<file path="src/rtl/bresenham_line_stepper_defines.svh">
// assertion macros used by the line stepper core rtl
`ifndef BRESENHAM_LINE_STEPPER_DEFINES_SVH
`define BRESENHAM_LINE_STEPPER_DEFINES_SVH

// same-cycle implication
`define BLS_ASSERT_SAME(lbl, clk, rst, ante, cons, msg) \
   lbl: assert property (@(posedge clk) disable iff (rst) (ante) |-> (cons)) \
      else $error(msg);

// next-cycle implication
`define BLS_ASSERT_NEXT(lbl, clk, rst, ante, cons, msg) \
   lbl: assert property (@(posedge clk) disable iff (rst) (ante) |=> (cons)) \
      else $error(msg);

`endif

</file>
<file path="src/rtl/bls_pkg.sv">
package bls_pkg;

   localparam int COORD_BITS    = 12;
   localparam int COLOR_BITS    = 16;
   localparam int CSR_DATA_BITS = 32;
   localparam int CSR_ADDR_BITS = 3;
   localparam int X_LIMIT_RESET = 239;
   localparam int Y_LIMIT_RESET = 399;

   typedef enum logic {
      OP_LOAD = 1'b0,
      OP_STEP = 1'b1
   } bls_opcode_type;

   // register index, taken from address bit 2
   typedef enum logic {
      REG_X_LIMIT = 1'b0,
      REG_Y_LIMIT = 1'b1
   } bls_reg_type;

endpackage

</file>
<file path="src/rtl/bls_csr.sv">
module bls_csr #(
   parameter int COORD_BITS = bls_pkg::COORD_BITS
) (
   input  logic                               clock,
   input  logic                               reset,
   input  logic                               csr_psel,
   input  logic                               csr_penable,
   input  logic                               csr_pwrite,
   input  logic [bls_pkg::CSR_ADDR_BITS-1:0]  csr_paddr,
   input  logic [bls_pkg::CSR_DATA_BITS-1:0]  csr_pwdata,
   output logic [bls_pkg::CSR_DATA_BITS-1:0]  csr_prdata,
   output logic                               csr_pready,
   output logic [COORD_BITS-1:0]              x_limit,
   output logic [COORD_BITS-1:0]              y_limit
);

   logic [COORD_BITS-1:0] x_limit_ff, x_limit_in;
   logic [COORD_BITS-1:0] y_limit_ff, y_limit_in;
   logic                  wr_en;
   bls_pkg::bls_reg_type  reg_sel;

   assign csr_pready = 1'b1;
   assign wr_en      = csr_psel && csr_penable && csr_pwrite && csr_pready;
   assign reg_sel    = bls_pkg::bls_reg_type'(csr_paddr[2]);

   always_comb begin
      x_limit_in = x_limit_ff;
      y_limit_in = y_limit_ff;
      csr_prdata = '0;
      unique case (reg_sel)
         bls_pkg::REG_X_LIMIT: begin
            csr_prdata = bls_pkg::CSR_DATA_BITS'(x_limit_ff);
            if (wr_en) x_limit_in = csr_pwdata[COORD_BITS-1:0];
         end
         bls_pkg::REG_Y_LIMIT: begin
            csr_prdata = bls_pkg::CSR_DATA_BITS'(y_limit_ff);
            if (wr_en) y_limit_in = csr_pwdata[COORD_BITS-1:0];
         end
         default: begin
            csr_prdata = '0;
         end
      endcase
   end

   always_ff @(posedge clock) begin
      if (reset) begin
         x_limit_ff <= COORD_BITS'(bls_pkg::X_LIMIT_RESET);
         y_limit_ff <= COORD_BITS'(bls_pkg::Y_LIMIT_RESET);
      end else begin
         x_limit_ff <= x_limit_in;
         y_limit_ff <= y_limit_in;
      end
   end

   assign x_limit = x_limit_ff;
   assign y_limit = y_limit_ff;

endmodule

</file>
<file path="src/rtl/bls_req_reg.sv">
module bls_req_reg #(
   parameter int COORD_BITS = bls_pkg::COORD_BITS
) (
   input  logic                              clock,
   input  logic                              reset,
   input  logic                              req_valid,
   output logic                              req_stall,
   input  logic                              req_opcode,
   input  logic [COORD_BITS-1:0]             req_x_start,
   input  logic [COORD_BITS-1:0]             req_y_start,
   input  logic [COORD_BITS-1:0]             req_x_end,
   input  logic [COORD_BITS-1:0]             req_y_end,
   input  logic [bls_pkg::COLOR_BITS-1:0]    req_color,
   input  logic                              advance,
   output logic                              in_valid,
   output bls_pkg::bls_opcode_type           in_opcode,
   output logic [COORD_BITS-1:0]             in_x_start,
   output logic [COORD_BITS-1:0]             in_y_start,
   output logic [COORD_BITS-1:0]             in_x_end,
   output logic [COORD_BITS-1:0]             in_y_end,
   output logic [bls_pkg::COLOR_BITS-1:0]    in_color
);

   logic                           valid_ff, valid_in;
   logic                           take;
   bls_pkg::bls_opcode_type        opcode_ff;
   logic [COORD_BITS-1:0]          x_start_ff, y_start_ff, x_end_ff, y_end_ff;
   logic [bls_pkg::COLOR_BITS-1:0] color_ff;

   // the register frees up in the same cycle the core consumes it
   assign req_stall = valid_ff && !advance;
   assign take      = req_valid && !req_stall;

   always_comb begin
      valid_in = valid_ff;
      if (take) valid_in = 1'b1;
      else if (advance) valid_in = 1'b0;
   end

   always_ff @(posedge clock) begin
      if (reset) valid_ff <= 1'b0;
      else valid_ff <= valid_in;
   end

   always_ff @(posedge clock) begin
      if (take) begin
         opcode_ff  <= bls_pkg::bls_opcode_type'(req_opcode);
         x_start_ff <= req_x_start;
         y_start_ff <= req_y_start;
         x_end_ff   <= req_x_end;
         y_end_ff   <= req_y_end;
         color_ff   <= req_color;
      end
   end

   assign in_valid   = valid_ff;
   assign in_opcode  = opcode_ff;
   assign in_x_start = x_start_ff;
   assign in_y_start = y_start_ff;
   assign in_x_end   = x_end_ff;
   assign in_y_end   = y_end_ff;
   assign in_color   = color_ff;

endmodule

</file>
<file path="src/rtl/bls_line_core.sv">
`include "bresenham_line_stepper_defines.svh"

module bls_line_core #(
   parameter int COORD_BITS = bls_pkg::COORD_BITS
) (
   input  logic                              clock,
   input  logic                              reset,
   input  logic                              in_valid,
   input  bls_pkg::bls_opcode_type           in_opcode,
   input  logic [COORD_BITS-1:0]             in_x_start,
   input  logic [COORD_BITS-1:0]             in_y_start,
   input  logic [COORD_BITS-1:0]             in_x_end,
   input  logic [COORD_BITS-1:0]             in_y_end,
   input  logic [bls_pkg::COLOR_BITS-1:0]    in_color,
   output logic                              advance,
   input  logic [COORD_BITS-1:0]             x_limit,
   input  logic [COORD_BITS-1:0]             y_limit,
   output logic                              rsp_valid,
   input  logic                              rsp_stall,
   output logic                              rsp_valid_res,
   output logic [COORD_BITS-1:0]             rsp_pixel_x,
   output logic [COORD_BITS-1:0]             rsp_pixel_y,
   output logic [bls_pkg::COLOR_BITS-1:0]    rsp_pixel_color,
   output logic                              rsp_visible,
   output logic                              rsp_last
);

   localparam int ERR_BITS = COORD_BITS + 3;

   typedef logic [COORD_BITS-1:0]        coord_type;
   typedef logic signed [ERR_BITS-1:0]   err_type;

   // line state: holds the last emitted pixel and its error term
   coord_type                      cur_x_ff, cur_x_in, cur_y_ff, cur_y_in;
   err_type                        err_ff, err_in;
   coord_type                      dx_ff, dx_in, dy_ff, dy_in;
   logic                           sxn_ff, sxn_in, syn_ff, syn_in;
   logic                           xmaj_ff, xmaj_in;
   coord_type                      left_ff, left_in;
   logic [bls_pkg::COLOR_BITS-1:0] color_ff, color_in;
   logic                           busy_ff, busy_in;

   // result register
   logic                           out_valid_ff;
   logic                           o_valid_res_ff, o_valid_res_in;
   coord_type                      o_x_ff, o_x_in, o_y_ff, o_y_in;
   logic [bls_pkg::COLOR_BITS-1:0] o_color_ff, o_color_in;
   logic                           o_vis_ff, o_vis_in;
   logic                           o_last_ff, o_last_in;

   // load path
   logic      gt_x, gt_y;
   coord_type ld_dx, ld_dy, ld_major;
   logic      ld_xmaj;

   // step path
   coord_type st_major, st_minor, st_x, st_y, left_dec;
   err_type   err_add, err_sub;
   logic      err_ge;

   assign advance = in_valid && (!out_valid_ff || !rsp_stall);

   always_comb begin
      gt_x     = in_x_end > in_x_start;
      gt_y     = in_y_end > in_y_start;
      ld_dx    = gt_x ? in_x_end - in_x_start : in_x_start - in_x_end;
      ld_dy    = gt_y ? in_y_end - in_y_start : in_y_start - in_y_end;
      ld_xmaj  = ld_dx > ld_dy;
      ld_major = ld_xmaj ? ld_dx : ld_dy;

      st_major = xmaj_ff ? dx_ff : dy_ff;
      st_minor = xmaj_ff ? dy_ff : dx_ff;
      err_add  = err_ff + $signed({2'b00, st_minor, 1'b0});
      err_ge   = !err_add[ERR_BITS-1];
      err_sub  = err_add - $signed({2'b00, st_major, 1'b0});
      left_dec = left_ff - COORD_BITS'(1);

      // major axis always moves, minor axis only when the error crosses zero
      st_x = cur_x_ff;
      st_y = cur_y_ff;
      if (xmaj_ff || err_ge) st_x = sxn_ff ? cur_x_ff - COORD_BITS'(1) : cur_x_ff + COORD_BITS'(1);
      if (!xmaj_ff || err_ge) st_y = syn_ff ? cur_y_ff - COORD_BITS'(1) : cur_y_ff + COORD_BITS'(1);
   end

   always_comb begin
      cur_x_in = cur_x_ff;
      cur_y_in = cur_y_ff;
      err_in   = err_ff;
      dx_in    = dx_ff;
      dy_in    = dy_ff;
      sxn_in   = sxn_ff;
      syn_in   = syn_ff;
      xmaj_in  = xmaj_ff;
      left_in  = left_ff;
      color_in = color_ff;
      busy_in  = busy_ff;

      o_valid_res_in = 1'b0;
      o_x_in         = '0;
      o_y_in         = '0;
      o_color_in     = '0;
      o_last_in      = 1'b0;

      if (advance) begin
         if (in_opcode == bls_pkg::OP_LOAD) begin
            cur_x_in = in_x_start;
            cur_y_in = in_y_start;
            err_in   = -$signed({3'b000, ld_major});
            dx_in    = ld_dx;
            dy_in    = ld_dy;
            sxn_in   = !gt_x;
            syn_in   = !gt_y;
            xmaj_in  = ld_xmaj;
            left_in  = ld_major;
            color_in = in_color;
            busy_in  = ld_major != '0;

            o_valid_res_in = 1'b1;
            o_x_in         = in_x_start;
            o_y_in         = in_y_start;
            o_color_in     = in_color;
            o_last_in      = ld_major == '0;
         end else if (busy_ff) begin
            cur_x_in = st_x;
            cur_y_in = st_y;
            err_in   = err_ge ? err_sub : err_add;
            left_in  = left_dec;
            busy_in  = left_dec != '0;

            o_valid_res_in = 1'b1;
            o_x_in         = st_x;
            o_y_in         = st_y;
            o_color_in     = color_ff;
            o_last_in      = left_dec == '0;
         end
      end

      o_vis_in = o_valid_res_in && (o_x_in <= x_limit) && (o_y_in <= y_limit);
   end

   always_ff @(posedge clock) begin
      if (reset) begin
         busy_ff      <= 1'b0;
         out_valid_ff <= 1'b0;
      end else begin
         busy_ff <= busy_in;
         if (advance) out_valid_ff <= 1'b1;
         else if (!rsp_stall) out_valid_ff <= 1'b0;
      end
   end

   always_ff @(posedge clock) begin
      cur_x_ff <= cur_x_in;
      cur_y_ff <= cur_y_in;
      err_ff   <= err_in;
      dx_ff    <= dx_in;
      dy_ff    <= dy_in;
      sxn_ff   <= sxn_in;
      syn_ff   <= syn_in;
      xmaj_ff  <= xmaj_in;
      left_ff  <= left_in;
      color_ff <= color_in;
      if (advance) begin
         o_valid_res_ff <= o_valid_res_in;
         o_x_ff         <= o_x_in;
         o_y_ff         <= o_y_in;
         o_color_ff     <= o_color_in;
         o_vis_ff       <= o_vis_in;
         o_last_ff      <= o_last_in;
      end
   end

   assign rsp_valid       = out_valid_ff;
   assign rsp_valid_res   = o_valid_res_ff;
   assign rsp_pixel_x     = o_x_ff;
   assign rsp_pixel_y     = o_y_ff;
   assign rsp_pixel_color = o_color_ff;
   assign rsp_visible     = o_vis_ff;
   assign rsp_last        = o_last_ff;

   `BLS_ASSERT_NEXT(a_idle_step_empty, clock, reset, advance && in_opcode == bls_pkg::OP_STEP && !busy_ff, !o_valid_res_ff && !o_last_ff && !o_vis_ff, "step while idle produced a pixel")
   `BLS_ASSERT_NEXT(a_load_busy_last, clock, reset, advance && in_opcode == bls_pkg::OP_LOAD, o_valid_res_ff && (busy_ff == !o_last_ff), "load left busy and last flag inconsistent")
   `BLS_ASSERT_SAME(a_busy_has_pixels, clock, reset, busy_ff, left_ff != '0, "busy with no pixels left")
   `BLS_ASSERT_NEXT(a_last_ends_line, clock, reset, advance && o_last_in, !busy_ff, "line still busy after its last pixel")

endmodule

</file>
<file path="src/rtl/bresenham_line_stepper.sv">
// Bresenham line stepper: a load transaction (opcode 0) takes two endpoints and a color and
// returns the first pixel of the line; each step transaction (opcode 1) returns the next pixel,
// with last set on the final one of max(dx,dy)+1 pixels. A step with no line in progress returns
// valid_res = 0 and all other fields zero, and a load abandons any line in progress. visible is
// set when the pixel lies at or below both limit registers (csr address 0: x_limit, address 4:
// y_limit, reset to 239 and 399). One transaction is taken every clock cycle while the result
// side is not stalled; a request waits in the input register until the error update and
// coordinate step load the result register, which then presents the result. A stalled result
// holds the input register, which stalls the request side.
module bresenham_line_stepper #(
   parameter int COORD_BITS = bls_pkg::COORD_BITS
) (
   input  logic                              clock,
   input  logic                              reset,
   input  logic                              req_valid,
   output logic                              req_stall,
   input  logic                              req_opcode,
   input  logic [COORD_BITS-1:0]             req_x_start,
   input  logic [COORD_BITS-1:0]             req_y_start,
   input  logic [COORD_BITS-1:0]             req_x_end,
   input  logic [COORD_BITS-1:0]             req_y_end,
   input  logic [bls_pkg::COLOR_BITS-1:0]    req_color,
   output logic                              rsp_valid,
   input  logic                              rsp_stall,
   output logic                              rsp_valid_res,
   output logic [COORD_BITS-1:0]             rsp_pixel_x,
   output logic [COORD_BITS-1:0]             rsp_pixel_y,
   output logic [bls_pkg::COLOR_BITS-1:0]    rsp_pixel_color,
   output logic                              rsp_visible,
   output logic                              rsp_last,
   input  logic                              csr_psel,
   input  logic                              csr_penable,
   input  logic                              csr_pwrite,
   input  logic [bls_pkg::CSR_ADDR_BITS-1:0] csr_paddr,
   input  logic [bls_pkg::CSR_DATA_BITS-1:0] csr_pwdata,
   output logic [bls_pkg::CSR_DATA_BITS-1:0] csr_prdata,
   output logic                              csr_pready
);

   logic [COORD_BITS-1:0]          x_limit, y_limit;
   logic                           advance;
   logic                           in_valid;
   bls_pkg::bls_opcode_type        in_opcode;
   logic [COORD_BITS-1:0]          in_x_start, in_y_start, in_x_end, in_y_end;
   logic [bls_pkg::COLOR_BITS-1:0] in_color;

   bls_csr #(.COORD_BITS(COORD_BITS)) u_csr (
      .clock       (clock),
      .reset       (reset),
      .csr_psel    (csr_psel),
      .csr_penable (csr_penable),
      .csr_pwrite  (csr_pwrite),
      .csr_paddr   (csr_paddr),
      .csr_pwdata  (csr_pwdata),
      .csr_prdata  (csr_prdata),
      .csr_pready  (csr_pready),
      .x_limit     (x_limit),
      .y_limit     (y_limit)
   );

   bls_req_reg #(.COORD_BITS(COORD_BITS)) u_req_reg (
      .clock       (clock),
      .reset       (reset),
      .req_valid   (req_valid),
      .req_stall   (req_stall),
      .req_opcode  (req_opcode),
      .req_x_start (req_x_start),
      .req_y_start (req_y_start),
      .req_x_end   (req_x_end),
      .req_y_end   (req_y_end),
      .req_color   (req_color),
      .advance     (advance),
      .in_valid    (in_valid),
      .in_opcode   (in_opcode),
      .in_x_start  (in_x_start),
      .in_y_start  (in_y_start),
      .in_x_end    (in_x_end),
      .in_y_end    (in_y_end),
      .in_color    (in_color)
   );

   bls_line_core #(.COORD_BITS(COORD_BITS)) u_core (
      .clock           (clock),
      .reset           (reset),
      .in_valid        (in_valid),
      .in_opcode       (in_opcode),
      .in_x_start      (in_x_start),
      .in_y_start      (in_y_start),
      .in_x_end        (in_x_end),
      .in_y_end        (in_y_end),
      .in_color        (in_color),
      .advance         (advance),
      .x_limit         (x_limit),
      .y_limit         (y_limit),
      .rsp_valid       (rsp_valid),
      .rsp_stall       (rsp_stall),
      .rsp_valid_res   (rsp_valid_res),
      .rsp_pixel_x     (rsp_pixel_x),
      .rsp_pixel_y     (rsp_pixel_y),
      .rsp_pixel_color (rsp_pixel_color),
      .rsp_visible     (rsp_visible),
      .rsp_last        (rsp_last)
   );

endmodule

</file>
<file path="config.mk">
export PLATFORM = sky130hd
export DESIGN_NAME = bresenham_line_stepper
export DESIGN_NICKNAME = d
export VERILOG_FILES = /design/src/rtl/bls_pkg.sv /design/src/rtl/bls_csr.sv /design/src/rtl/bls_req_reg.sv /design/src/rtl/bls_line_core.sv /design/src/rtl/bresenham_line_stepper.sv
export VERILOG_INCLUDE_DIRS = /design/src /design/src/rtl
export SDC_FILE = /design/constraint.sdc
export NUM_CORES = 1
export LEC_CHECK = 0
export ABC_AREA = 1
export BUFFER_PORTS_ARGS = -buffer_cell sky130_fd_sc_hd__buf_2
export CAP_MARGIN = 25
export CORE_MARGIN = 10
export CORE_UTILIZATION = 57
export CTS_CLUSTER_SIZE = 25
export DETAILED_ROUTE_END_ITERATION = 8
export PLACE_DENSITY = 0.78
export SYNTH_ARGS = -nofsm -noshare
export SYNTH_HDL_FRONTEND = slang
export SYNTH_SLANG_ARGS = --single-unit
</file>
<file path="constraint.sdc">
create_clock -name clock -period 10.12 [get_ports clock]
set_input_delay 1.012 -clock clock [delete_from_list [all_inputs] [get_ports clock]]
set_output_delay 1.012 -clock clock [all_outputs]
set_load 0.02 [all_outputs]
</file>
==> impl_metrics.toml <==
[synthesis]
syn_inst = 1897
ys_ff_latch = 228
yosysSeqAreaShare_pct = 42.2
ys_types = 48
syn_area_per_cell_um2 = 8.22
yosysWarnings = 0
syn_area_mm2 = 0.0156

[route]
num_vias = 13100
drtPass1Iterations = 8
route.detailed.drc = 0
routed_wl_um = 39700
avgRoutedWirePerCell_um = 16.6
first_iter_violations = 1271
drtAntennaViolNets = 0
via_per_inst = 5.49

[clock_tree]
cts.clk_slew.worst_paths_ns = 0.06
tritoncts = "yes"
post_cts_buffers = 0
numCtsBuffers = 26
clk_latency_ns = 0.54
htreeDepth = 1
clock_sinks = 228
clk_path_buf_depth = 3
ctsRootBufferMaster = "clkbuf_16"
post_cts_resized = 0
cts_hold_buf = 0

[setup_path]
timing.rr.end = "u_core.err_ff[12]"
critical_path_buf_inv_count = 4
crit_slowest_cell = "o21ai_0"
required_ns = 10.40
reg2reg_setup_slack_ns = 4.45
cp.arrival_ns = 5.95
critPathKind = "flop to flop"
crit_family = "simple AND/OR/NAND/NOR gates"
reg2reg_from = "u_req_reg.in_y_end[0]"
critPathMaxFanout = 21
cp_common_cell = "nand2_1"
critPathMaxStageDelay_ns = 0.65
start_kind = "flop"
end_kind = "flop"
reg2reg_depth = 27

[global_route]
grt_max_degree = 77
overflow = 0
grt_pass1_vias = 12700
track_usage_pct = 22.8
grt_pass1_wl_um = 63900
antenna_found_initial = 0

[run_status]
outcome = "complete, no violations"

[cells_and_area]
final.fill_count = 2279
n_antenna_cell = 0
drive_above_1_share_pct = 12.1
final_util_pct = 64.4
stdcell_count = 2388
final_nets = 2273
area_growth_pct = 11.3

[pwr]
ir_drop_uv = 130
cellPowerDensity_mw_per_mm2 = 178
power.total_w = 0.00309
power_leakage_nw = 8.32

[floorplanning]
rows = 60
ios = 185
die_w_um = 185
start_util_pct = 57.8
dieArea_mm2 = 0.0344
die-height_um = 185
core_area_mm2 = 0.0270

[hold_path]
min_to = "u_core.color_ff[2]"
worstHoldPathType = "flop to flop"
min_from = "u_req_reg.in_color[2]"
hold_path_depth = 0

[placement]
portBuffers = 141
globalplace.congestion = 0.987
hpwl_um = 30600
dp.cells = 2342

[job]
maxCapViolations = 0

[sta]
rsz0062_at_grt = "no"
fin_crit_ns = 5.67
maxSlewViolCount = 0
max_freq_ghz = 0.176
fin_setup_tns_ns = 0
period_share_pct = 56.0
setup_viol = 0
timing_hold_violations_final = 0
tightest_slew_ns = 0.902
slew_headroom_pct = 39.7
finalClockSkew_ns = 0.0193
holdWs_ns = 0.459
[cells in the mapped netlist, drive strengths merged]
cell type / count / area, um2
a211oi: 3 / 22.5
ha: 129 / 1610
edfxtp: 201 / 6040
o221ai: 3 / 26.3
a22oi: 5 / 37.5
a21boi: 2 / 15.0
a31oi: 1 / 6.26
conb: 2 / 7.51
nand2: 545 / 2120
or2: 3 / 18.8
o2111ai: 1 / 8.76
a21oi: 142 / 714
nor4: 3 / 18.8
nor2: 86 / 395
nand4: 27 / 169
o21bai: 4 / 30.0
o211ai: 11 / 82.6
nand3: 149 / 831
inv: 265 / 995
o31ai: 2 / 15.0
dfxtp: 27 / 541
o21a: 4 / 30.0
and2: 3 / 18.8
xnor2: 22 / 193
a22o: 16 / 140
clkinv: 4 / 15.0
nand3b: 2 / 15.0
clkbuf: 27 / 101
a21o: 4 / 30.0
xor2: 35 / 307
nor3: 6 / 30.0
mux2i: 1 / 10.0
o21ai: 117 / 589
buf: 37 / 250
fa: 8 / 160
[registers in the layout, summed over array words and instances, names as in the netlist, 14 cells and up]
name / cells
u_core.color_ff: 16
u_req_reg.in_color: 16
u_core.rsp_pixel_color: 16
u_core.err_ff: 14
[cell type report]
cell class | instances | area [um2] | area share [%]
Clock buffer | 33 | 708 | 4.08
Multi-Input combinational cell | 1355 | 7740 | 44.6
Timing Repair Buffer | 149 | 766 | 4.41
Inverter | 269 | 1010 | 5.82
Tap cell | 341 | 427 | 2.46
Clock inverter | 13 | 129 | 0.743
Sequential cell | 228 | 6580 | 37.9
[worst max path at each step]
stage	startpoint	end	slack (ns)	cells after the start
after global routing	u_req_reg.in_y_end[0]	u_core.rsp_last	3.98	28
after CTS	u_req_reg.in_y_end[0]	u_core.err_ff[12]	4.54	27
after floorplan	rsp_stall	u_core.rsp_visible	4.05	15
after detailed placement	u_req_reg.in_y_end[0]	u_core.err_ff[12]	4.58	27
final	u_req_reg.in_y_end[0]	u_core.err_ff[12]	4.45	27
after global placement	u_req_reg.in_y_end[0]	u_core.err_ff[4]	4.63	27
[stage by stage]
stage / setup slack (ns) / instance area [um2]
3_5_place_dp: 4.58 / 16500
5_1_grt: 3.98 / 17400
6_report: 4.45 / 17400
2_1_floorplan: 4.05 / 15700
4_1_cts: 4.54 / 17400
3_3_place_gp: 4.63 / 16500
[cell usage in the layout, fill, tap and decap left out, drive strengths merged, types with 22 or more instances in the layout]
cell type / instances
ha: 129
nor2: 86
o21ai: 117
nand2: 545
buf: 149
dfxtp: 27
nand3: 149
edfxtp: 201
a21oi: 142
xor2: 35
xnor2: 22
inv: 266
nand4: 27
clkbuf: 33
[report_power, final]
group / switching (W) / internal, W
combinational: 0.000692 / 0.000343
sequential: 0.0000282 / 0.00111
clock: 0.000375 / 0.000545
[cell families after synthesis]
family | after synthesis | synth area share (%)
DFF | 228 | 42.2
adders and majority gates | 137 | 11.4
buffers and inverters | 333 | 8.73
other | 2 | 0.0482
muxes | 1 | 0.0642
AOI/OAI and AO/OA | 315 | 11.2
and+or+nand+nor | 824 | 23.2
xor gates and xnor gates | 57 | 3.20
[metal layers]
layer  vias to the layer above  share of wire, %  global-route usage (%)
li1                       6571                 -                       -
met1                      6038                43                    30.2
met2                       452                48                    38.3
met3                        50               7.0                    3.43
met4                         0               2.0                    5.36
met5                         -                 0                       0
No activity file was read; power rests on OpenSTA's default activity.
